--- src/rtl/assert_macros.svh ---
// ----------------------------------------------------------------------------
// Assertion macros
// Clocked assertion helpers; empty when SYNTH is defined.
// ----------------------------------------------------------------------------
`ifndef ASSERT_MACROS_SVH
`define ASSERT_MACROS_SVH
`ifndef SYNTH
`define VCA_ASSERT(lbl, clk, rst_n, prop) \
    lbl: assert property (@(posedge clk) disable iff (!rst_n) prop) \
        else $error("assertion failed");
`define VCA_ASSERT_NEVER(lbl, clk, rst_n, expr) \
    lbl: assert property (@(posedge clk) disable iff (!rst_n) !(expr)) \
        else $error("forbidden condition seen");
`else
`define VCA_ASSERT(lbl, clk, rst_n, prop)
`define VCA_ASSERT_NEVER(lbl, clk, rst_n, expr)
`endif
`endif

--- src/rtl/vca_pkg.sv ---
// ----------------------------------------------------------------------------
// Vigenere custom alphabet package
// Shared types, constants and width helpers.
// ----------------------------------------------------------------------------
package vca_pkg;

    localparam int ALPHA_MAX_DEF = 128;
    localparam int KEY_MAX_DEF   = 256;
    localparam int SYM_W         = 8;
    localparam int POS_W         = 8;
    localparam int ASIZE_W       = 8;
    localparam int KLEN_W        = 9;
    localparam int CFG_W         = 9;
    localparam int CMD_W         = 2;
    localparam int ALPHA_MIN     = 2;
    localparam int QDEPTH        = 2;

    typedef enum logic [CMD_W-1:0] {
        CMD_LOAD_ALPHA = 2'd0,
        CMD_LOAD_KEY   = 2'd1,
        CMD_ENCRYPT    = 2'd2,
        CMD_DECRYPT    = 2'd3
    } t_cmd;

    typedef enum logic {
        CFG_ALPHA_SIZE = 1'b0,
        CFG_KEY_LEN    = 1'b1
    } t_cfg_idx;

    typedef struct packed {
        logic valid;
        logic full;
    } t_q_status;

    typedef struct packed {
        logic busy;
        logic crypt;
    } t_back_status;

    function automatic int clog2_min1(input int v);
        return (v > 1) ? $clog2(v) : 1;
    endfunction

    function automatic int q_addr_w(input int alpha_max, input int key_max);
        int a;
        int k;
        a = clog2_min1(alpha_max);
        k = clog2_min1(key_max);
        return (a > k) ? a : k;
    endfunction

    function automatic int q_entry_w(input int alpha_max, input int key_max);
        return CMD_W + q_addr_w(alpha_max, key_max) + SYM_W;
    endfunction

endpackage

--- src/rtl/vca_fifo.sv ---
// ----------------------------------------------------------------------------
// Command queue
// Short word queue between front and back end.
// ----------------------------------------------------------------------------
module vca_fifo #(
    parameter int W = 18
) (
    input  logic               i_clk,
    input  logic               i_rst_n,
    input  logic               i_push_valid,
    output logic               o_push_ready,
    input  logic [W-1:0]       i_push_data,
    output logic               o_pop_valid,
    input  logic               i_pop_ready,
    output logic [W-1:0]       o_pop_data,
    output vca_pkg::t_q_status o_status
);
    import vca_pkg::*;

    localparam int PW = clog2_min1(QDEPTH);
    localparam int NW = $clog2(QDEPTH + 1);

    logic [W-1:0]  r_mem [QDEPTH];
    logic [PW-1:0] r_wp;
    logic [PW-1:0] r_rp;
    logic [NW-1:0] r_cnt;
    logic          push;
    logic          pop;

    assign o_push_ready    = (r_cnt != NW'(QDEPTH));
    assign o_pop_valid     = (r_cnt != '0);
    assign o_pop_data      = r_mem[r_rp];
    assign push            = i_push_valid && o_push_ready;
    assign pop             = o_pop_valid && i_pop_ready;
    assign o_status.valid  = o_pop_valid;
    assign o_status.full   = !o_push_ready;

    always_ff @(posedge i_clk) begin
        if (push) begin
            r_mem[r_wp] <= i_push_data;
        end
    end

    always_ff @(posedge i_clk) begin
        if (!i_rst_n) begin
            r_wp  <= '0;
            r_rp  <= '0;
            r_cnt <= '0;
        end else begin
            if (push) begin
                r_wp <= (r_wp == PW'(QDEPTH - 1)) ? '0 : r_wp + PW'(1);
            end
            if (pop) begin
                r_rp <= (r_rp == PW'(QDEPTH - 1)) ? '0 : r_rp + PW'(1);
            end
            case ({push, pop})
                2'b10:   r_cnt <= r_cnt + NW'(1);
                2'b01:   r_cnt <= r_cnt - NW'(1);
                default: r_cnt <= r_cnt;
            endcase
        end
    end

endmodule

--- config.mk ---
export PLATFORM = sky130hd
export DESIGN_NAME = vca_fifo
export DESIGN_NICKNAME = d
export VERILOG_FILES = /design/src/rtl/assert_macros.svh /design/src/rtl/vca_pkg.sv /design/src/rtl/vca_fifo.sv
export SDC_FILE = /design/constraint.sdc
export NUM_CORES = 1
export LEC_CHECK = 0
export CORE_MARGIN = 2
export CORE_UTILIZATION = 40
export DETAILED_ROUTE_END_ITERATION = 8
export DONT_BUFFER_PORTS = 1
export PLACE_DENSITY_LB_ADDON = 0.1
export SYNTH_ARGS = -nofsm -noshare
export SYNTH_HDL_FRONTEND = slang
export SYNTH_SLANG_ARGS = --single-unit
--- constraint.sdc ---
create_clock -name i_clk -period 2.4 [get_ports i_clk]
set_input_delay 0.6 -clock i_clk [delete_from_list [all_inputs] [get_ports i_clk]]
set_output_delay 0.6 -clock i_clk [all_outputs]
set_load 0.02 [all_outputs]
Word level (Yosys, flattened, before mapping):

Memory sizes are Yosys's and may differ from the RTL's. A register that Yosys moved wholly into a read port is not among the register bits.
Cells that the tools add are included.

* memories kept: 1
* bits in writable memories: 36
* word-level logic and storage cells: 23
* input bits: 22
* register bits after elaboration: 4
* output and inout port bits: 22

Memories
* r_mem: words 2, width 18, read ports 1, clocked after Yosys merged registers in 1, wr ports 1, line vca_fifo.sv:23 `logic [W-1:0] r_mem [QDEPTH];`

* eq/ne operators: 3
* mux-type cells: 7
* reduce and logical (&&, ||, !) cells: 5
* add/sub/neg operators: 4

Operators by type and width (count)
* 1-bit 2-to-1 mux: 6
* 2-bit case mux with 2 select lines: 1
* 2-bit nonzero test: 2
* 1-bit adder, second input constant: 2
* 2-bit by 1-bit adder with 2-bit output, second input constant: 1
* 2-bit by 1-bit == test with 1-bit output, second input constant: 1
* 2-bit == test, second input constant: 1
* 1-bit logical AND: 2
* 2-bit inequality test, second input constant: 1
* 2-bit by 1-bit subtractor with 2-bit output, second input constant: 1
* 1-bit zero test: 1

Longest topological paths before layout:

* word-level depth: 4
* depth in mapped cells: 6
* mapped depth without buffers: 6

Worst setup path after synthesis:

Ideal clock, no wire load.

* path kind: register to register
* start: register r_cnt[0]
* end: memory r_mem[0][0] (enable)
* slack: 0.661 ns
* data required time: 2.027 ns
* stages on the path, launching flop included: 5
* data arrival time: 1.366 ns
* setup time: 0.373 ns
* buffers on the path: 0
* cell sequence: dfxtp_1 > nand2b_4 > inv_2 > or3_1 > inv_1

* cells in the longest elaborated chain, start to end: 4

Ends and longest elaborated chain
* start: declaration: line vca_fifo.sv:26 `logic [NW-1:0] r_cnt;`
* start signal: assignment: line vca_fifo.sv:57 `2'b10: r_cnt <= r_cnt + NW'(1);`
* start signal: assignment: line vca_fifo.sv:58 `2'b01: r_cnt <= r_cnt - NW'(1);`
* start signal: assignment: line vca_fifo.sv:59 `default: r_cnt <= r_cnt;`
* 2-bit inequality test: line vca_fifo.sv:30 `assign o_push_ready = (r_cnt != NW'(QDEPTH));`
* net o_push_ready: line vca_fifo.sv:11 `output logic o_push_ready,`
* 1-bit logical AND: line vca_fifo.sv:33 `assign push = i_push_valid && o_push_ready;`
* 1-bit 2-to-1 mux: line vca_fifo.sv:39 `if (push) begin`
* 1-bit 2-to-1 mux (implied by the code): line vca_fifo.sv:40 `r_mem[r_wp] <= i_push_data;`
* end: declaration: line vca_fifo.sv:23

The timed path passes the listed nets, and every way through them passes these cells.

==> results by group <==
Status
  • Outcome: finished, final reports clean

Synthesis
  • Avg Inst Size Synth: about 19 um2
  • Yosys top cell by area: edfxtp_1
  • Most frequent cell after synthesis: edfxtp_1
  • Yosys warns: 0
  • Synth Register Bits: 41
  • Post-synth top flop: edfxtp_1
  • Synthesized Nets: about 110
  • Gate count of the mapped netlist: 83
  • Post-synth top cells: 36 x edfxtp_1, 18 x mux2_2, 5 x dfxtp_1, 3 x xnor2_1
  • Post-synth ARST share: 0%
  • Post-synth EDFFs: 36
  • Synth cell types: 19
  • Seq/Total Area, Yosys: 76.4%
  • Syn Std Cell Area: approximately 0.0015 mm2
  • Post-synth top area share: about 70%
  • Top cells by area, synth: edfxtp_1 70%, mux2_2 13%, dfxtp_1 6.5%, xnor2_1 1.7%, a21boi_1 0.97%

Pwr
  • Comb pwr share: 30.4%
  • Leakage: 0.565 nW
  • Sw power: 0.623 mW
  • Max VDD drop: 0.496 mV
  • Share of power burned in registers: 49.7%
  • Internal cell power: 1.33 mW
  • Net Sw Frac: 31.8%
  • Cell Pwr Density: between 1000 and 1500 mW/mm2
  • Clock power share: 19.9%

CTS
  • Clk slew on worst S/H paths: roughly 0.07 ns
  • Deepest clock path buffer count: 2
  • Post-CTS Setup Bufs: 0
  • Clock Latency Late Sink: ~0.28 ns
  • CTS tree: yes
  • CTS root buf: clkbuf_8
  • Clock sinks: 41
  • CTS buffer count: 5
  • # H-tree levels: 2
  • Cts hold-fix bufs: 0
  • Post_cts resized: 0

Min path
  • Hold crit path type: in -> reg
  • Hold path start: i_push_data[12]

Finish
  • Final Non-Filler Cells: 137
  • Layout overhead on the synthesized area: 9.47%
  • Final-layout fill cell count: 329
  • Number of diodes: 0
  • # nets final: 112
  • Share of layout cells above drive strength 1: 32.6%

Placement
  • I/O Buffers: 0
  • DP HPWL: around 1.5 mm
  • Placed cells: 130
  • Gpl congestion: 0.662

Critical path
  • Reg2Reg Setup Slack: 0.71 ns
  • Critical Path Fanout Max: 12
  • Critical R2R Launch: r_cnt[0]
  • Worst EP required: 1.80 ns
  • Worst endpoint data arrival time: about 1.4 ns
  • Critical path class: reg -> out
  • Crit. End Element: primary output
  • Type of origin of the critical path: flop

Detailed routing
  • Wire length per cell: 16.0 um
  • Pre-antenna DRT Iters: 2
  • DRC: 0
  • Via density: about 4.8
  • Initial drt markers: 38
  • WL final: around 2.2 mm
  • Post-route antenna net violation count: 0
  • DR vias: 662

STA
  • RSZ-0062 raised after global routing: false
  • Slew HR: 70.4%
  • Max Fclk: 495 MHz
  • Post-route setup TNS: 0 ns
  • Final Slew Violations: 0
  • Final Hold Viols: 0
  • Final Skew: around 0.0016 ns
  • Final setup viols: 0
  • Tmin final: roughly 2.0 ns
  • Slew @ Worst Pin: 0.445 ns
  • Final period util: 84.1%

Die
  • Core area: 0.00369 mm2
  • Rows: 22
  • Die X: 66.2 um
  • I/O Pins: 44
  • Die ar.: about 0.0044 mm2
  • Initial core utilization: 41.9%
  • Die height: 66.2 um

GRT
  • Initial antenna violation count: 0
  • GR Util All Layers: 11.0%
  • Remaining Overflow, GRT: 0
  • Largest net degree at the start of global routing: 19
  • Vias in the first global route: 710
  • First-pass GRT wire length: 3.31 mm

Job
  • Max cap viols: 0
==> final cells by class <==
| class | count | area, um2 | area share, % |
|---|---|---|---|
| flip-flops and latches | 41 | 1180 | 69.8 |
| multi-input cells | 36 | 337 | 19.9 |
| clock buffers | 6 | 72.6 | 4.29 |
| well taps | 48 | 60.1 | 3.55 |
| repair buffers | 2 | 27.5 | 1.63 |
| inverters | 3 | 11.3 | 0.665 |
| clock inverters | 1 | 3.75 | 0.222 |
==> routing by layer <==
metal  global-route usage, %  part of all wire (%)  wire length, um  up-vias
met2                    18.4                    53             1160       26
met5                       0                     0                0        -
met4                    5.36                   2.0               45        0
met3                    6.81                    12              263        6
met1                    10.4                    33              723      312
li1                        -                     -                -      318
==> sequential cells by signal, summed over array words and instances, names as in the netlist, named ones only <==
register,cells
r_wp,1
r_cnt,2
r_rp,1
r_mem,36
==> kinds of logic (layout without fill, tap and decap cells) <==
kind of cell | count (synthesis) | after routing | synth area share, %
AND/OR/NAND/NOR | 9 | 9 | 4.05
multiplexers | 18 | 18 | 13.1
buffers and inverters | 6 | 12 | 1.86
XOR/XNOR | 3 | 3 | 1.70
AO/OA/AOI/OAI | 5 | 5 | 2.10
flip-flops | 41 | 41 | 76.4
adder cells (fa/ha/maj) | 1 | 1 | 0.809
==> power groups by stage <==
stage / registers (mW) / clock network (mW) / logic [mW]
floorplan: 0.957 / 0 / 0.549
global placement: 0.984 / 0 / 0.599
detailed placement: 0.990 / 0 / 0.604
CTS: 0.975 / 0.409 / 0.607
global route: 0.986 / 0.441 / 0.637
finish: 0.973 / 0.389 / 0.595
==> layout by cell type (no fill, tap or decap), drive strengths merged <==
| cell type | count |
|---|---|
| mux2 | 18 |
| o21a | 1 |
| a21boi | 2 |
| clkinv | 1 |
| xnor2 | 3 |
| buf | 2 |
| edfxtp | 36 |
| o21ai | 2 |
| nor2b | 2 |
| or2 | 1 |
| or3 | 2 |
| dfxtp | 5 |
| and2 | 1 |
| inv | 3 |
| clkbuf | 6 |
| and3 | 1 |
| nand2b | 1 |
| ha | 1 |
| nand2 | 1 |
==> final timing paths <==
| kind | end | depth (start not counted) |
|---|---|---|
| setup / recovery | o_pop_data[9] | 2 |
| setup reg to reg | r_mem[0][10] | 5 |
| hold reg to reg | r_wp | 2 |
| hold / removal | r_mem[1][12] | 0 |
==> worst max-delay path, cell delays in order (launching register included) <==
cell     delay (ns)
dfxtp_1        0.55
buf_12         0.19
mux2_2         0.40
==> stage by stage <==
step                worst slack [ns]  area [um2]  hold WS [ns]  power, mW  util, %
CTS                            0.348        1690         0.401       1.99     45.9
floorplan                      0.661        1550         0.457       1.51        -
detailed placement             0.663        1620         0.477       1.59     43.8
global placement               0.709        1620         0.467       1.58     43.8
global route                   0.303        1690         0.393       2.06     45.9
finish                         0.381        1690         0.414       1.96     45.9
Power figures use the tool's default switching activity.
