===== config.mk =====
export PLATFORM = sky130hd
export DESIGN_NAME = vca_front
export DESIGN_NICKNAME = d
export VERILOG_FILES = /design/src/rtl/assert_macros.svh /design/src/rtl/vca_pkg.sv /design/src/rtl/vca_front.sv
export SDC_FILE = /design/constraint.sdc
export NUM_CORES = 1
export LEC_CHECK = 0
export BUFFER_PORTS_ARGS = -buffer_cell sky130_fd_sc_hd__buf_2
export CAP_MARGIN = 20
export CELL_PAD_IN_SITES_DETAIL_PLACEMENT = 1
export CELL_PAD_IN_SITES_GLOBAL_PLACEMENT = 1
export CORE_UTILIZATION = 29
export CTS_CLUSTER_DIAMETER = 60
export DETAILED_ROUTE_END_ITERATION = 8
export GPL_TIMING_DRIVEN = 0
export PLACE_DENSITY_LB_ADDON = 0.1
export SETUP_SLACK_MARGIN = 0.1
export SLEW_MARGIN = 30
export SYNTH_ARGS = -nofsm -noshare
export SYNTH_HDL_FRONTEND = slang
export SYNTH_SLANG_ARGS = --single-unit

===== constraint.sdc =====
create_clock -name i_clk -period 3 [get_ports i_clk]
set_input_delay 0.15 -clock i_clk [delete_from_list [all_inputs] [get_ports i_clk]]
set_output_delay 0.15 -clock i_clk [all_outputs]
set_load 0.01 [all_outputs]

===== src/rtl/assert_macros.svh =====
// ----------------------------------------------------------------------------
// Assertion macros
// Clocked assertion helpers; empty when SYNTH is defined.
// ----------------------------------------------------------------------------
`ifndef ASSERT_MACROS_SVH
`define ASSERT_MACROS_SVH
`ifndef SYNTH
`define VCA_ASSERT(lbl, clk, rst_n, prop) \
    lbl: assert property (@(posedge clk) disable iff (!rst_n) prop) \
        else $error("assertion failed");
`define VCA_ASSERT_NEVER(lbl, clk, rst_n, expr) \
    lbl: assert property (@(posedge clk) disable iff (!rst_n) !(expr)) \
        else $error("forbidden condition seen");
`else
`define VCA_ASSERT(lbl, clk, rst_n, prop)
`define VCA_ASSERT_NEVER(lbl, clk, rst_n, expr)
`endif
`endif


===== src/rtl/vca_pkg.sv =====
// ----------------------------------------------------------------------------
// Vigenere custom alphabet package
// Shared types, constants and width helpers.
// ----------------------------------------------------------------------------
package vca_pkg;

    localparam int ALPHA_MAX_DEF = 128;
    localparam int KEY_MAX_DEF   = 256;
    localparam int SYM_W         = 8;
    localparam int POS_W         = 8;
    localparam int ASIZE_W       = 8;
    localparam int KLEN_W        = 9;
    localparam int CFG_W         = 9;
    localparam int CMD_W         = 2;
    localparam int ALPHA_MIN     = 2;
    localparam int QDEPTH        = 2;

    typedef enum logic [CMD_W-1:0] {
        CMD_LOAD_ALPHA = 2'd0,
        CMD_LOAD_KEY   = 2'd1,
        CMD_ENCRYPT    = 2'd2,
        CMD_DECRYPT    = 2'd3
    } t_cmd;

    typedef enum logic {
        CFG_ALPHA_SIZE = 1'b0,
        CFG_KEY_LEN    = 1'b1
    } t_cfg_idx;

    typedef struct packed {
        logic valid;
        logic full;
    } t_q_status;

    typedef struct packed {
        logic busy;
        logic crypt;
    } t_back_status;

    function automatic int clog2_min1(input int v);
        return (v > 1) ? $clog2(v) : 1;
    endfunction

    function automatic int q_addr_w(input int alpha_max, input int key_max);
        int a;
        int k;
        a = clog2_min1(alpha_max);
        k = clog2_min1(key_max);
        return (a > k) ? a : k;
    endfunction

    function automatic int q_entry_w(input int alpha_max, input int key_max);
        return CMD_W + q_addr_w(alpha_max, key_max) + SYM_W;
    endfunction

endpackage


===== src/rtl/vca_front.sv =====
// ----------------------------------------------------------------------------
// Front end
// Accepts words, drops out-of-range loads, tags each crypt word with its
// key position.
// ----------------------------------------------------------------------------
module vca_front #(
    parameter int ALPHA_MAX = vca_pkg::ALPHA_MAX_DEF,
    parameter int KEY_MAX   = vca_pkg::KEY_MAX_DEF
) (
    input  logic                                          i_clk,
    input  logic                                          i_rst_n,
    input  logic                                          i_valid,
    output logic                                          o_ready,
    input  vca_pkg::t_cmd                                 i_cmd,
    input  logic [vca_pkg::POS_W-1:0]                     i_position,
    input  logic [vca_pkg::SYM_W-1:0]                     i_symbol,
    input  logic                                          i_som,
    input  logic [vca_pkg::KLEN_W-1:0]                    i_klen,
    output logic                                          o_push_valid,
    input  logic                                          i_push_ready,
    output logic [vca_pkg::q_entry_w(ALPHA_MAX, KEY_MAX)-1:0] o_push_data
);
    import vca_pkg::*;

    localparam int KW = clog2_min1(KEY_MAX);
    localparam int QA = q_addr_w(ALPHA_MAX, KEY_MAX);
    localparam int CW = ((KW > KLEN_W) ? KW : KLEN_W) + 1;

    logic [KW-1:0] r_kp;
    logic [KW-1:0] n_kp;
    logic [KW-1:0] kp_use;
    logic [CW-1:0] kp_inc;
    logic [CW-1:0] klen_ext;
    logic [QA-1:0] addr;
    logic          crypt;
    logic          keep;

    always_comb begin
        crypt    = i_cmd inside {CMD_ENCRYPT, CMD_DECRYPT};
        klen_ext = CW'(i_klen);
        kp_use   = (i_som || (CW'(r_kp) >= klen_ext)) ? '0 : r_kp;
        kp_inc   = CW'(kp_use) + CW'(1);
        n_kp     = (kp_inc >= klen_ext) ? '0 : kp_inc[KW-1:0];
        case (i_cmd)
            CMD_LOAD_ALPHA: keep = (int'(i_position) < ALPHA_MAX);
            CMD_LOAD_KEY:   keep = (int'(i_position) < KEY_MAX);
            default:        keep = 1'b1;
        endcase
        addr = crypt ? QA'(kp_use) : QA'(i_position);
    end

    assign o_ready      = i_push_ready;
    assign o_push_valid = i_valid && keep;
    assign o_push_data  = {i_cmd, addr, i_symbol};

    always_ff @(posedge i_clk) begin
        if (!i_rst_n) begin
            r_kp <= '0;
        end else if (i_valid && o_ready && crypt) begin
            r_kp <= n_kp;
        end
    end

endmodule


## Word-level counts from Yosys, hierarchy flattened

Index checks and enable logic that the tools add are counted.

| storage, ports and cells | value |
|---|---|
| input bits | 32 |
| output and inout port bits | 20 |
| register bits | 8 |
| logic and storage cells | 17 |

| operators by class | value |
|---|---|
| eq/ne operators | 2 |
| reductions and logical operators | 6 |
| mux-type cells | 4 |
| order comparisons | 3 |
| add/sub/neg operators | 1 |

Operators with widths:

| cell | count |
|---|---|
| 8-bit 2-to-1 mux | 3 |
| 8-bit by 1-bit adder with 9-bit output (second input constant) | 1 |
| 8-bit by 9-bit >= comparator with 1-bit output | 1 |
| 9-bit >= comparator | 1 |
| 8-bit < comparator (second input constant) | 1 |
| 2-bit equality test (second input constant) | 2 |
| 1-bit logical AND | 3 |
| 2-bit zero test | 1 |
| 2-bit nonzero test | 1 |
| 1-bit logical OR | 1 |
| 1-bit 2-to-1 mux | 1 |

## Logic depth before layout (Yosys ltp)

Gate-level depths: netlist of the first run.

| depth | value |
|---|---|
| word-level depth | 6 |
| mapped depth | 16 |
| mapped depth without buffers | 14 |

## Worst setup path after synthesis of the first run

No wires, ideal clock.

| timing | value |
|---|---|
| path type | reg-to-reg |
| start point | register r_kp[0] |
| end point | register r_kp[4] |
| setup time | 58 ps |
| clock period less this slack | 3,305 ps |
| data required time | 2,942 ps |
| path slack | -305 ps |
| buffers on the path | 2 |
| stages on the path, launching flop included | 17 |
| data arrival time | 3,247 ps |
| cell sequence | dfxtp_1 inv_1 ha_1 nand2b_1 a21oi_1 nor3_1 o31ai_4 buf_2 buf_2 a21oi_1 ha_1 a21o_1 a211oi_1 o21a_1 o211ai_2 a2111oi_0 a31o_2 |

| on the way | value |
|---|---|
| longest elaborated chain between the ends | 6 |

RTL lines:

| element | line | source |
|---|---|---|
| start, declared | vca_front.sv:29 | `logic [KW-1:0] r_kp;` |
| start signal, assigned | vca_front.sv:60 | `r_kp <= n_kp;` |
| 8-bit by 9-bit >= comparator with 1-bit output | vca_front.sv:41 | `kp_use = (i_som \|\| (CW'(r_kp) >= klen_ext)) ? '0 : r_kp;` |
| 1-bit logical OR | vca_front.sv:41 |  |
| 8-bit 2-to-1 mux * | vca_front.sv:41 |  |
| 8-bit by 1-bit adder with 9-bit output * | vca_front.sv:42 | `kp_inc = CW'(kp_use) + CW'(1);` |
| 9-bit >= comparator | vca_front.sv:43 | `n_kp = (kp_inc >= klen_ext) ? '0 : kp_inc[KW-1:0];` |
| 8-bit 2-to-1 mux * | vca_front.sv:43 |  |

Every way passes the cells marked *; elsewhere a longest branch is shown, timed or not.
A chain may end at the register's enable or synchronous reset.

## Final worst setup path of the first run

| timing | value |
|---|---|
| start point | register r_kp[0] |
| end point | register r_kp[5] |

The elaborated chain is that of the path after synthesis.

==> run_summary.xml, run 1 <==
<?xml version="1.0" encoding="UTF-8"?>
<metrics>
  <group name="run_status">
    <metric name="outcome" unit="">finished, violations left</metric>
    <metric name="failed_checks" unit="">negative setup slack</metric>
  </group>
  <group name="clocking">
    <metric name="cts.htree.levels" unit="">1</metric>
    <metric name="cts_hold_repair_buffers" unit="">0</metric>
    <metric name="cts.path.max_buffers" unit="">2</metric>
    <metric name="insertion_delay" unit="ns">0.23</metric>
    <metric name="clock_sink_count" unit="">8</metric>
    <metric name="cts_clk_pin_slew_worst_paths" unit="ns">0.04</metric>
    <metric name="cts_tree" unit="">yes</metric>
    <metric name="cts_inserted_buffers" unit="">3</metric>
    <metric name="clock-root-buffer" unit="">clkbuf_8</metric>
  </group>
  <group name="finish">
    <metric name="largest_reg_flops" unit="">8</metric>
    <metric name="areaGrowthSynthToFinish" unit="%">62.2</metric>
    <metric name="largest_register" unit="">r_kp</metric>
    <metric name="num_antenna_cells" unit="">0</metric>
    <metric name="n_fill_cell" unit="">462</metric>
    <metric name="final_net_count" unit="">265</metric>
    <metric name="share_of_layout_cells_above_drive_strength_1" unit="">0.551</metric>
    <metric name="final_cells" unit="">262</metric>
    <metric name="layout_top_registers" unit="">r_kp (8)</metric>
    <metric name="stdcell_area" unit="um2">1870</metric>
  </group>
  <group name="worst_hold_path">
    <metric name="hold_path.startpoint" unit="">i_rst_n</metric>
    <metric name="timing.hold.worst.class" unit="">input pin to flip-flop</metric>
    <metric name="worstHoldPathCells" unit="">2</metric>
    <metric name="timing.hold.worst_endpoint" unit="">r_kp[0]</metric>
  </group>
  <group name="pwr">
    <metric name="power.share.switching" unit="">0.317</metric>
    <metric name="total_power_divided_by_cell_area" unit="nW/um2">207</metric>
    <metric name="power_switching" unit="mW">0.123</metric>
    <metric name="power.internal" unit="mW">0.264</metric>
    <metric name="design_power_total" unit="mW">0.386</metric>
    <metric name="share_seq_of_total_power" unit="">0.274</metric>
    <metric name="power.combinational.fraction" unit="">0.378</metric>
    <metric name="peakVddDrop" unit="mV">0.135</metric>
    <metric name="static_leakage" unit="nW">0.829</metric>
    <metric name="power_frac_clock" unit="">0.348</metric>
  </group>
  <group name="routing">
    <metric name="first_iter_violations" unit="">35</metric>
    <metric name="route.antenna.remaining_nets" unit="">0</metric>
    <metric name="detail_route.first_pass.iterations" unit="">4</metric>
    <metric name="avgViaCountPerCell" unit="">5.21</metric>
    <metric name="postRouteWirelength" unit="mm">4.07</metric>
    <metric name="total_via_count_after_detailed_routing" unit="">1365</metric>
    <metric name="avgRoutedWirePerCell" unit="um">15.5</metric>
    <metric name="drcViolationCount" unit="">0</metric>
  </group>
  <group name="synthesis">
    <metric name="syn_area" unit="um2">1150</metric>
    <metric name="number_of_warnings_reported_in_the_yosys_synthesis_log" unit="">0</metric>
    <metric name="synth-seq-cells" unit="">8</metric>
    <metric name="synth_largest_area_cell" unit="">ha_1</metric>
    <metric name="yosys.cell_types.count" unit="">44</metric>
    <metric name="seq_area_frac_synth" unit="">0.139</metric>
    <metric name="number_of_enable_type_register_cells_in_the_synthesized_netlist" unit="">0</metric>
    <metric name="ys_dominant_reg_cell" unit="">dfxtp_1</metric>
    <metric name="netlist_instances" unit="">151</metric>
    <metric name="yosysTopAreaCellShare" unit="">0.185</metric>
    <metric name="synth_async_sr_flop_share" unit="">0</metric>
    <metric name="synth_fp_nets" unit="">200</metric>
    <metric name="netlist_top_cells_area" unit="">ha_1, dfxtp_1, buf_4</metric>
    <metric name="syn_area_per_cell" unit="um2">7.63</metric>
  </group>
  <group name="sta">
    <metric name="slew_violations" unit="">0</metric>
    <metric name="shortest_period_the_worst_path_allows" unit="ns">3.29</metric>
    <metric name="layout_setup_ws" unit="ns">-0.292</metric>
    <metric name="rsz0062_at_grt" unit="">yes</metric>
    <metric name="fin_worst_skew" unit="ns">0.00142</metric>
    <metric name="final_hold_viol_count" unit="">0</metric>
    <metric name="max_freq" unit="GHz">0.304</metric>
    <metric name="worst_pin_slew" unit="ns">0.566</metric>
    <metric name="relSlewSlack" unit="">0.623</metric>
    <metric name="timing.final.setup_violations" unit="">8</metric>
    <metric name="post-route-period-util" unit="">1.10</metric>
  </group>
  <group name="global_routing">
    <metric name="grt_pass1_vias" unit="">1388</metric>
    <metric name="grt_first_pass_wirelength" unit="mm">6.51</metric>
    <metric name="grt_antenna_before_repair" unit="">0</metric>
    <metric name="maximum_number_of_pins_on_one_net_before_global_route_repair" unit="">11</metric>
    <metric name="busiest_layer" unit="">met2</metric>
    <metric name="grtUsageMet3" unit="">0.0352</metric>
    <metric name="grt_use_met1" unit="">0.229</metric>
    <metric name="met2_usage" unit="">0.376</metric>
    <metric name="globalRoute.totalOverflow" unit="">0</metric>
    <metric name="grt_use_total" unit="">0.201</metric>
  </group>
  <group name="worst_setup_path">
    <metric name="timing.critical_path.max_delay_family" unit="">compound AO/OA/AOI/OAI gates</metric>
    <metric name="critPathRequiredTime" unit="ns">3.17</metric>
    <metric name="critPathLaunch" unit="">r_kp[0]</metric>
    <metric name="critPathCaptureType" unit="">flip-flop</metric>
    <metric name="crit_path_max_incr_delay" unit="ns">0.34</metric>
    <metric name="reg_to_reg_slack_setup" unit="ns">-0.29</metric>
    <metric name="crit_path_start_kind" unit="">flip-flop</metric>
    <metric name="critical_path.max_fanout" unit="">7</metric>
    <metric name="critical_path_class" unit="">flip-flop to flip-flop</metric>
    <metric name="crit_arrival" unit="ns">3.47</metric>
    <metric name="worst_r2r_startpoint" unit="">r_kp[0]</metric>
    <metric name="critical_path.n_buffers_inverters" unit="">4</metric>
    <metric name="worstReg2RegEnd" unit="">r_kp[5]</metric>
    <metric name="cp_cell_sequence" unit="">inv_2, ha_1, nand4_1, nor2_1, a211oi_2, o31ai_4, buf_6, buf_8, a21oi_2, ha_1, a21o_1, a211oi_2, o21a_1, o211ai_4, buf_6, a2111oi_4, a31o_2</metric>
    <metric name="ff2ff_path_depth" unit="">17</metric>
    <metric name="timing.critical_path.slowest_stage_cell" unit="">dfxtp_4</metric>
  </group>
  <group name="place">
    <metric name="placer_congestion_estimate" unit="">0.759</metric>
    <metric name="post_dp_cell_area" unit="um2">1520</metric>
    <metric name="place.detailed.hpwl" unit="mm">2.82</metric>
    <metric name="post-place-cells" unit="">241</metric>
    <metric name="preCtsSetupSlack" unit="ns">-0.544</metric>
    <metric name="place.port_buffers" unit="">42</metric>
  </group>
  <group name="floorplanning">
    <metric name="starting_density_of_the_core" unit="">0.308</metric>
    <metric name="die_w" unit="um">65.0</metric>
    <metric name="floorplan_die_area" unit="um2">4230</metric>
    <metric name="design.portCount" unit="">52</metric>
    <metric name="core_ar" unit="um2">3740</metric>
    <metric name="num_rows" unit="">22</metric>
    <metric name="die_height" unit="um">65.0</metric>
  </group>
  <group name="run">
    <metric name="max_cap_viol_count" unit="">0</metric>
  </group>
</metrics>
cell families (layout without fill, tap and decap cells):
| group | Yosys count | in the layout | share of synthesized area |
|---|---|---|---|
| AND/OR/NAND/NOR | 45 | 45 | 0.198 |
| AO/OA/AOI/OAI | 40 | 40 | 0.274 |
| buffers and inverters | 35 | 98 | 0.154 |
| adder cells (fa/ha/maj) | 17 | 17 | 0.185 |
| flip-flops | 8 | 8 | 0.139 |
| XOR/XNOR | 3 | 3 | 0.0228 |
| multiplexers | 3 | 3 | 0.0282 |
cell usage after synthesis, drive strengths merged (2+ instances only):
library cell / n
ha: 17
xnor2: 2
nand3: 4
a31o: 3
o31ai: 3
nand2: 13
o21a: 2
mux2: 2
o22ai: 6
a211oi: 3
dfxtp: 8
a2111oi: 4
nor2: 11
clkbuf: 3
nand4: 2
nand2b: 4
buf: 15
inv: 17
nor3: 5
or2: 2
and3: 2
o21ai: 3
a21oi: 6
power by group through the flow:
| stage | combinational [mW] | sequential [mW] | clock, mW |
|---|---|---|---|
| final | 0.146 | 0.106 | 0.135 |
| after global routing | 0.159 | 0.106 | 0.142 |
| after CTS | 0.139 | 0.107 | 0.137 |
| after detailed placement | 0.115 | 0.110 | 0 |
| after global placement | 0.112 | 0.110 | 0 |
| after floorplan | 0.0711 | 0.110 | 0 |
metal layers:
layer  routed length [um]  vias to the layer above
li1                     -                      662
met1                 1580                      663
met2                 2280                       34
met3                  167                        6
met4                   44                        0
met5                    0                        -
through the flow:
stage                      util  hold slack, ns  TNS [ns]
after floorplan               -           0.271   -0.0263
after global placement    0.406           0.479     -2.99
after detailed placement  0.406           0.476     -3.71
after CTS                 0.476           0.241     -1.04
after global routing      0.499           0.249     -3.09
final                     0.499           0.248     -1.98
how the worst max path moves through the flow:
| stage | end | slack (ns) | cells after the start |
|---|---|---|---|
| after detailed placement | r_kp[7] | -0.54 | 15 |
| final | r_kp[5] | -0.29 | 17 |
| after floorplan | r_kp[7] | -0.02 | 15 |
| after global placement | r_kp[7] | -0.46 | 15 |
| after CTS | r_kp[5] | -0.16 | 16 |
| after global routing | r_kp[3] | -0.42 | 16 |
area by class of cell:
cell class | instances | area, um2 | area share
buffer | 18 | 130 | 0.0696
clock buffer | 3 | 41.3 | 0.0221
inverter | 17 | 63.8 | 0.0341
multi-input combinational | 108 | 1030 | 0.550
sequential | 8 | 176 | 0.0944
tap | 48 | 60.1 | 0.0321
timing repair buffer | 60 | 369 | 0.197
worst register-to-register path, cell delays in order (launching register included):
cell       delay, ns
dfxtp_4         0.34
inv_2           0.10
ha_1            0.24
nand4_1         0.09
nor2_1          0.06
a211oi_2        0.25
o31ai_4         0.13
buf_6           0.14
buf_8           0.13
a21oi_2         0.13
ha_1            0.27
a21o_1          0.17
a211oi_2        0.26
o21a_1          0.23
o211ai_4        0.15
buf_6           0.18
a2111oi_4       0.21
a31o_2          0.15
layout by cell type, fill, tap and decap left out, types with 3 or more instances in the layout:
cell type  synthesis  layout
nand3_1            4       4
dfxtp_4            0       4
buf_2              4      44
buf_6              0       4
dfxtp_1            8       3
o22ai_1            6       6
nor3_1             5       3
clkbuf_1           3       3
nand2_1           12      12
ha_1              17      11
a2111oi_4          0       4
nor2_1            11       9
nand2b_1           4       3
inv_1             17      16
a21oi_1            6       4
a211oi_2           1       3
buf_4             11      25
ha_4               0       5
clkbuf_8           0       3
repair_timing:
item                                    in CTS  in global routing
endpoints found under the setup margin       8                  8
gates resized for setup                     18                 10
pin swaps                                   10                  5
setup buffers                               15                  4
No activity file was read; power rests on OpenSTA's default activity.
==> inputs of run 2 (changes only) <==
--- a/config.mk
+++ b/config.mk
@@ -13,7 +13,7 @@
 export CTS_CLUSTER_DIAMETER = 60
 export DETAILED_ROUTE_END_ITERATION = 8
 export GPL_TIMING_DRIVEN = 0
-export PLACE_DENSITY_LB_ADDON = 0.1
+export PLACE_DENSITY = 0.72
 export SETUP_SLACK_MARGIN = 0.1
 export SLEW_MARGIN = 30
 export SYNTH_ARGS = -nofsm -noshare
==> run 2 against run 1 <==
Effect of this change: the flow still finishes with violations (negative setup slack); total power decreased by 1.4%; critical path depth fell by 2; clock power hardly changed; sequential share of layout area is 0.26 points higher; register-to-register slack gained 0.03 ns.
==> run_summary.xml, run 2 (synthesis results as in run 1) <==
<?xml version="1.0" encoding="UTF-8"?>
<metrics>
  <group name="worst_setup_path">
    <metric name="worstReg2RegEnd" unit="">r_kp[7]</metric>
    <metric name="critPathLaunch" unit="">r_kp[6]</metric>
    <metric name="timing.critical_path.slowest_stage_cell" unit="">dfxtp_4</metric>
    <metric name="reg_to_reg_slack_setup" unit="ns">-0.26</metric>
    <metric name="crit_path_start_kind" unit="">flip-flop</metric>
    <metric name="worst_r2r_startpoint" unit="">r_kp[6]</metric>
    <metric name="cp-endpoint" unit="">r_kp[7]</metric>
    <metric name="critical_path.max_fanout" unit="">8</metric>
    <metric name="critPathRequiredTime" unit="ns">3.15</metric>
    <metric name="cp_cell_sequence" unit="">ha_4, nand4b_1, buf_4, o31ai_4, buf_6, buf_8, a21oi_2, ha_1, a21o_1, a211oi_2, o21a_1, o211ai_4, buf_6, a2111oi_4, o21bai_1</metric>
    <metric name="critPathCaptureType" unit="">flip-flop</metric>
    <metric name="ff2ff_path_depth" unit="">15</metric>
    <metric name="crit_path_max_incr_delay" unit="ns">0.34</metric>
    <metric name="cp_common_cell" unit="">buf_6</metric>
    <metric name="critical_path_class" unit="">flip-flop to flip-flop</metric>
    <metric name="crit_arrival" unit="ns">3.41</metric>
  </group>
  <group name="global_routing">
    <metric name="globalRoute.totalOverflow" unit="">0</metric>
    <metric name="grt_antenna_before_repair" unit="">0</metric>
    <metric name="grt_use_total" unit="">0.192</metric>
    <metric name="grt_pass1_vias" unit="">1325</metric>
    <metric name="maximum_number_of_pins_on_one_net_before_global_route_repair" unit="">11</metric>
    <metric name="grt_first_pass_wirelength" unit="mm">6.15</metric>
  </group>
  <group name="clocking">
    <metric name="cts_hold_repair_buffers" unit="">0</metric>
    <metric name="cts_clk_pin_slew_worst_paths" unit="ns">0.04</metric>
    <metric name="cts.path.max_buffers" unit="">2</metric>
    <metric name="clock_sink_count" unit="">8</metric>
    <metric name="insertion_delay" unit="ns">0.23</metric>
    <metric name="clock-root-buffer" unit="">clkbuf_8</metric>
    <metric name="cts_inserted_buffers" unit="">3</metric>
    <metric name="cts_tree" unit="">yes</metric>
    <metric name="cts.htree.levels" unit="">1</metric>
  </group>
  <group name="pwr">
    <metric name="total_power_divided_by_cell_area" unit="nW/um2">202</metric>
    <metric name="peakVddDrop" unit="mV">0.191</metric>
    <metric name="static_leakage" unit="nW">0.837</metric>
  </group>
  <group name="sta">
    <metric name="final_hold_viol_count" unit="">0</metric>
    <metric name="slew_violations" unit="">0</metric>
    <metric name="shortest_period_the_worst_path_allows" unit="ns">3.26</metric>
    <metric name="fin_worst_skew" unit="ns">0.00293</metric>
    <metric name="layout_setup_ws" unit="ns">-0.259</metric>
    <metric name="post-route-period-util" unit="">1.09</metric>
    <metric name="relSlewSlack" unit="">0.661</metric>
    <metric name="timing.final.setup_violations" unit="">8</metric>
    <metric name="worst_pin_slew" unit="ns">0.508</metric>
    <metric name="max_freq" unit="GHz">0.307</metric>
    <metric name="rsz0062_at_grt" unit="">yes</metric>
    <metric name="fin_tns_setup" unit="ns">-1.61</metric>
  </group>
  <group name="place">
    <metric name="preCtsSetupSlack" unit="ns">-0.509</metric>
    <metric name="placer_congestion_estimate" unit="">0.788</metric>
    <metric name="place.port_buffers" unit="">42</metric>
    <metric name="post-place-cells" unit="">241</metric>
    <metric name="place.detailed.hpwl" unit="mm">2.88</metric>
  </group>
  <group name="worst_hold_path">
    <metric name="timing.hold.worst.class" unit="">input pin to flip-flop</metric>
  </group>
  <group name="floorplanning">
    <metric name="starting_density_of_the_core" unit="">0.308</metric>
    <metric name="design.portCount" unit="">52</metric>
    <metric name="floorplan_die_area" unit="um2">4230</metric>
    <metric name="die_height" unit="um">65.0</metric>
    <metric name="die_w" unit="um">65.0</metric>
    <metric name="num_rows" unit="">22</metric>
    <metric name="core_ar" unit="um2">3740</metric>
  </group>
  <group name="finish">
    <metric name="multiInputGateArea" unit="um2">1040</metric>
    <metric name="final_net_count" unit="">267</metric>
    <metric name="seq_area" unit="um2">183</metric>
    <metric name="areaGrowthSynthToFinish" unit="%">63.5</metric>
    <metric name="largest_reg_flops" unit="">8</metric>
    <metric name="num_antenna_cells" unit="">0</metric>
    <metric name="share_of_layout_cells_above_drive_strength_1" unit="">0.565</metric>
    <metric name="final_cells" unit="">264</metric>
    <metric name="layout_top_registers" unit="">r_kp (8)</metric>
    <metric name="largest_register" unit="">r_kp</metric>
    <metric name="final_cell_mix" unit="">buf_2, buf_4, inv_1</metric>
    <metric name="n_fill_cell" unit="">470</metric>
    <metric name="layout.cells.most_common" unit="">buf_2</metric>
  </group>
  <group name="run_status">
    <metric name="outcome" unit="">finished, violations left</metric>
    <metric name="failed_checks" unit="">negative setup slack</metric>
  </group>
  <group name="routing">
    <metric name="total_via_count_after_detailed_routing" unit="">1355</metric>
    <metric name="detail_route.first_pass.iterations" unit="">4</metric>
    <metric name="drcViolationCount" unit="">0</metric>
    <metric name="avgRoutedWirePerCell" unit="um">15.2</metric>
    <metric name="avgViaCountPerCell" unit="">5.13</metric>
    <metric name="postRouteWirelength" unit="mm">4.01</metric>
    <metric name="first_iter_violations" unit="">67</metric>
    <metric name="route.antenna.remaining_nets" unit="">0</metric>
  </group>
  <group name="run">
    <metric name="max_cap_viol_count" unit="">0</metric>
  </group>
</metrics>
[run 2: changes by cell type in the layout (fill, tap and decap cells not counted), sizes merged]
cell | previous run | this run
buf | 75 | 77
[run 2: repair_timing]
| item | CTS | global route |
|---|---|---|
| setup buffers | 12 | 8 |
| resized for setup | 19 | 13 |
| pin swaps | 15 | 11 |
| endpoints found under the setup margin | 8 | 8 |
[run 2: how the worst min path moves through the flow]
stage                      from             end  slack, ns  cells after the start
floorplan               i_rst_n         r_kp[0]       0.27                      1
global placement        i_rst_n         r_kp[0]       0.48                      2
detailed placement  i_symbol[3]  o_push_data[3]       0.49                      2
CTS                     i_rst_n         r_kp[0]       0.24                      2
global route            i_rst_n         r_kp[0]       0.25                      2
finish                  i_rst_n         r_kp[0]       0.24                      2
[run 2: final cells by class]
class / instances / share of cell area
buffer: 18 / 0.0691
clock buffer: 3 / 0.0219
inverter: 17 / 0.0352
multi-input combinational: 108 / 0.550
sequential: 8 / 0.0969
tap: 48 / 0.0319
timing repair buffer: 62 / 0.195
[run 2: layer usage]
metal / share of wire / track usage / vias to the layer above
met5: 0 / 0 / -
li1: - / - / 669
met3: 0.028 / 0.0423 / 9
met1: 0.41 / 0.213 / 649
met4: 0.022 / 0.0571 / 0
met2: 0.54 / 0.358 / 28
[run 2: worst max-delay path: cells and delay by family, from the launching register on]
family,cells,cell delay (ns)
buffers and inverters,4,0.61
flip-flops,1,0.34
AND/OR/NAND/NOR,1,0.16
adder cells (fa/ha/maj),2,0.57
AO/OA/AOI/OAI,8,1.50
[run 2: power by group]
part | internal (mW) | switching (mW)
Combinational | 0.0716 | 0.0724
Sequential | 0.103 | 0.00130
Clock | 0.0872 | 0.0456
Total | 0.262 | 0.119
[run 2: stage by stage]
| step | power [mW] | cell area, um2 | util | hold slack, ns |
|---|---|---|---|---|
| 6_report | 0.381 | 1880 | 0.503 | 0.244 |
| 5_1_grt | 0.403 | 1880 | 0.503 | 0.248 |
| 4_1_cts | 0.379 | 1760 | 0.471 | 0.240 |
| 3_5_place_dp | 0.226 | 1520 | 0.406 | 0.485 |
| 3_3_place_gp | 0.220 | 1520 | 0.406 | 0.475 |
| 2_1_floorplan | 0.181 | 1250 | - | 0.271 |
==> inputs of run 3 (changes only) <==
--- a/config.mk
+++ b/config.mk
@@ -9,11 +9,11 @@
 export CAP_MARGIN = 20
 export CELL_PAD_IN_SITES_DETAIL_PLACEMENT = 1
 export CELL_PAD_IN_SITES_GLOBAL_PLACEMENT = 1
-export CORE_UTILIZATION = 29
+export CORE_UTILIZATION = 33
 export CTS_CLUSTER_DIAMETER = 60
 export DETAILED_ROUTE_END_ITERATION = 8
 export GPL_TIMING_DRIVEN = 0
-export PLACE_DENSITY = 0.72
+export PLACE_DENSITY = 0.78
 export SETUP_SLACK_MARGIN = 0.1
 export SLEW_MARGIN = 30
 export SYNTH_ARGS = -nofsm -noshare
==> constraint.sdc (replaced) <==
create_clock -name i_clk -period 3.7 [get_ports i_clk]
set_input_delay 0.185 -clock i_clk [delete_from_list [all_inputs] [get_ports i_clk]]
set_output_delay 0.185 -clock i_clk [all_outputs]
set_load 0.01 [all_outputs]
==> run 3 against run 2 <==
Effect of this change: the flow now finishes without violations; clock-buffer cell count stayed put; fmax is 5.6% lower; largest power group unchanged; register-to-register slack better by 0.51 ns; sequential power is 16% lower; combinational power is 33% lower; design area is 17% lower; clock power is 48% lower; critical path depth stayed put.
==> run_summary.xml, run 3 (synthesis results as in run 1) <==
<?xml version="1.0" encoding="UTF-8"?>
<metrics>
  <group name="finish">
    <metric name="layout_top_registers" unit="">r_kp (8)</metric>
    <metric name="largest_reg_flops" unit="">8</metric>
    <metric name="stdcell_area" unit="um2">1570</metric>
    <metric name="final_cell_mix" unit="">buf_2, inv_1, ha_1</metric>
    <metric name="num_antenna_cells" unit="">0</metric>
    <metric name="share_of_layout_cells_above_drive_strength_1" unit="">0.446</metric>
    <metric name="layout.cells.most_common" unit="">buf_2</metric>
    <metric name="final_net_count" unit="">253</metric>
    <metric name="largest_register" unit="">r_kp</metric>
    <metric name="areaGrowthSynthToFinish" unit="%">36.5</metric>
  </group>
  <group name="sta">
    <metric name="final_hold_viol_count" unit="">0</metric>
    <metric name="relSlewSlack" unit="">0.614</metric>
    <metric name="timing.final.setup_violations" unit="">0</metric>
    <metric name="rsz0062_at_grt" unit="">no</metric>
    <metric name="post-route-period-util" unit="">0.933</metric>
    <metric name="fin_tns_setup" unit="ns">0</metric>
    <metric name="fin_worst_skew" unit="ns">0.00291</metric>
    <metric name="slew_violations" unit="">0</metric>
    <metric name="worst_pin_slew" unit="ns">0.573</metric>
    <metric name="max_freq" unit="GHz">0.290</metric>
    <metric name="shortest_period_the_worst_path_allows" unit="ns">3.45</metric>
  </group>
  <group name="clocking">
    <metric name="cts_tree" unit="">yes</metric>
    <metric name="cts_inserted_buffers" unit="">3</metric>
    <metric name="cts_hold_repair_buffers" unit="">0</metric>
    <metric name="cts_clk_pin_slew_worst_paths" unit="ns">0.06</metric>
    <metric name="cts.path.max_buffers" unit="">2</metric>
    <metric name="cts.htree.levels" unit="">1</metric>
    <metric name="clock_sink_count" unit="">8</metric>
    <metric name="clock-root-buffer" unit="">clkbuf_4</metric>
    <metric name="insertion_delay" unit="ns">0.25</metric>
  </group>
  <group name="routing">
    <metric name="avgRoutedWirePerCell" unit="um">14.5</metric>
    <metric name="drcViolationCount" unit="">0</metric>
    <metric name="dr_wl_met2" unit="mm">1.93</metric>
    <metric name="route.antenna.remaining_nets" unit="">0</metric>
    <metric name="first_iter_violations" unit="">9</metric>
    <metric name="total_via_count_after_detailed_routing" unit="">1286</metric>
    <metric name="detail_route.first_pass.iterations" unit="">4</metric>
    <metric name="avgViaCountPerCell" unit="">5.19</metric>
    <metric name="met1_length" unit="mm">1.57</metric>
    <metric name="route.top_layer_used" unit="">met4</metric>
    <metric name="postRouteWirelength" unit="mm">3.59</metric>
    <metric name="met3_length" unit="um">72</metric>
  </group>
  <group name="floorplanning">
    <metric name="num_rows" unit="">21</metric>
    <metric name="die_w" unit="um">61.1</metric>
    <metric name="die_height" unit="um">61.1</metric>
    <metric name="core_ar" unit="um2">3340</metric>
    <metric name="starting_density_of_the_core" unit="">0.345</metric>
    <metric name="floorplan_die_area" unit="um2">3730</metric>
    <metric name="design.portCount" unit="">52</metric>
  </group>
  <group name="run">
    <metric name="max_cap_viol_count" unit="">0</metric>
  </group>
  <group name="run_status">
    <metric name="outcome" unit="">finished, final reports clean</metric>
  </group>
  <group name="pwr">
    <metric name="peakVddDrop" unit="mV">0.136</metric>
    <metric name="total_power_divided_by_cell_area" unit="nW/um2">162</metric>
    <metric name="static_leakage" unit="nW">0.747</metric>
  </group>
  <group name="global_routing">
    <metric name="grt_pass1_vias" unit="">1178</metric>
    <metric name="grt_first_pass_wirelength" unit="mm">5.39</metric>
    <metric name="globalRoute.totalOverflow" unit="">0</metric>
    <metric name="maximum_number_of_pins_on_one_net_before_global_route_repair" unit="">11</metric>
    <metric name="grt_antenna_before_repair" unit="">0</metric>
    <metric name="grt_use_total" unit="">0.193</metric>
  </group>
  <group name="worst_setup_path">
    <metric name="crit_path_start_kind" unit="">flip-flop</metric>
    <metric name="critical_path_class" unit="">flip-flop to flip-flop</metric>
    <metric name="critPathCaptureType" unit="">flip-flop</metric>
    <metric name="critical_path.max_fanout" unit="">10</metric>
    <metric name="crit_arrival" unit="ns">3.65</metric>
    <metric name="critPathRequiredTime" unit="ns">3.90</metric>
  </group>
  <group name="worst_hold_path">
    <metric name="timing.hold.worst.class" unit="">input pin to flip-flop</metric>
  </group>
  <group name="place">
    <metric name="place.detailed.hpwl" unit="mm">2.81</metric>
    <metric name="placer_congestion_estimate" unit="">0.761</metric>
    <metric name="post_dp_cell_area" unit="um2">1420</metric>
    <metric name="place.port_buffers" unit="">42</metric>
  </group>
</metrics>
-- run 3: changes by cell type in the layout (fill, tap and decap cells not counted), sizes merged --
cell    delta
buf       -15
o211ai     +1
-- run 3: final timing paths --
path | from | end | slack, ns | depth (start not counted)
max | r_kp[3] | r_kp[5] | 0.25 | 15
min reg2reg | r_kp[6] | r_kp[6] | 0.55 | 1
max reg2reg | r_kp[3] | r_kp[5] | 0.25 | 15
min | i_rst_n | r_kp[0] | 0.28 | 2
-- run 3: critical path, cell delays in order, from the launching register on --
cell       delay [ns]
dfxtp_1          0.39
ha_1             0.33
o21ai_0          0.09
a21oi_1          0.17
nor3_1           0.10
o31ai_4          0.34
buf_6            0.16
buf_6            0.14
nor2_2           0.05
ha_1             0.31
a211o_1          0.29
a31oi_2          0.18
o21a_2           0.22
o211ai_4         0.15
a2111oi_2        0.33
a31o_2           0.15
-- run 3: metrics by stage --
step                worst slack [ns]  power, mW   util  instances  hold slack [ns]
CTS                            0.131      0.248  0.444        243            0.273
floorplan                      0.395      0.141      -        151            0.316
detailed placement            -0.334      0.176  0.426        239            0.532
finish                         0.249      0.254  0.471        248            0.284
global placement              -0.190      0.172  0.426        239            0.501
global route                  0.0305      0.271  0.471        248            0.283
-- run 3: final cells by class --
cell class              count  area, um2
fillers                   450       1760
repair buffers             47        248
clock buffers               3       22.5
flip-flops and latches      8        169
well taps                  46       57.6
inverters                  17       63.8
plain buffers              18        126
multi-input cells         109        886
-- run 3: repair_timing --
| action | in CTS | in global routing |
|---|---|---|
| endpoints found under the setup margin | 8 | 7 |
| gates resized for setup | 11 | 13 |
| gates cloned | 0 | 1 |
| pin swaps | 1 | 5 |
| buffers inserted | 1 | 4 |
-- run 3: power breakdown --
part / internal, mW / total (mW) / switching, mW
Sequential: 0.0860 / 0.0876 / 0.00167
Combinational: 0.0461 / 0.0968 / 0.0507
Clock: 0.0373 / 0.0697 / 0.0324
-- run 3: routing by layer --
metal / GRT usage / up-vias
met5: 0 / -
met4: 0.00974 / 0
met3: 0.0189 / 2
met2: 0.354 / 22
met1: 0.256 / 624
li1: - / 638
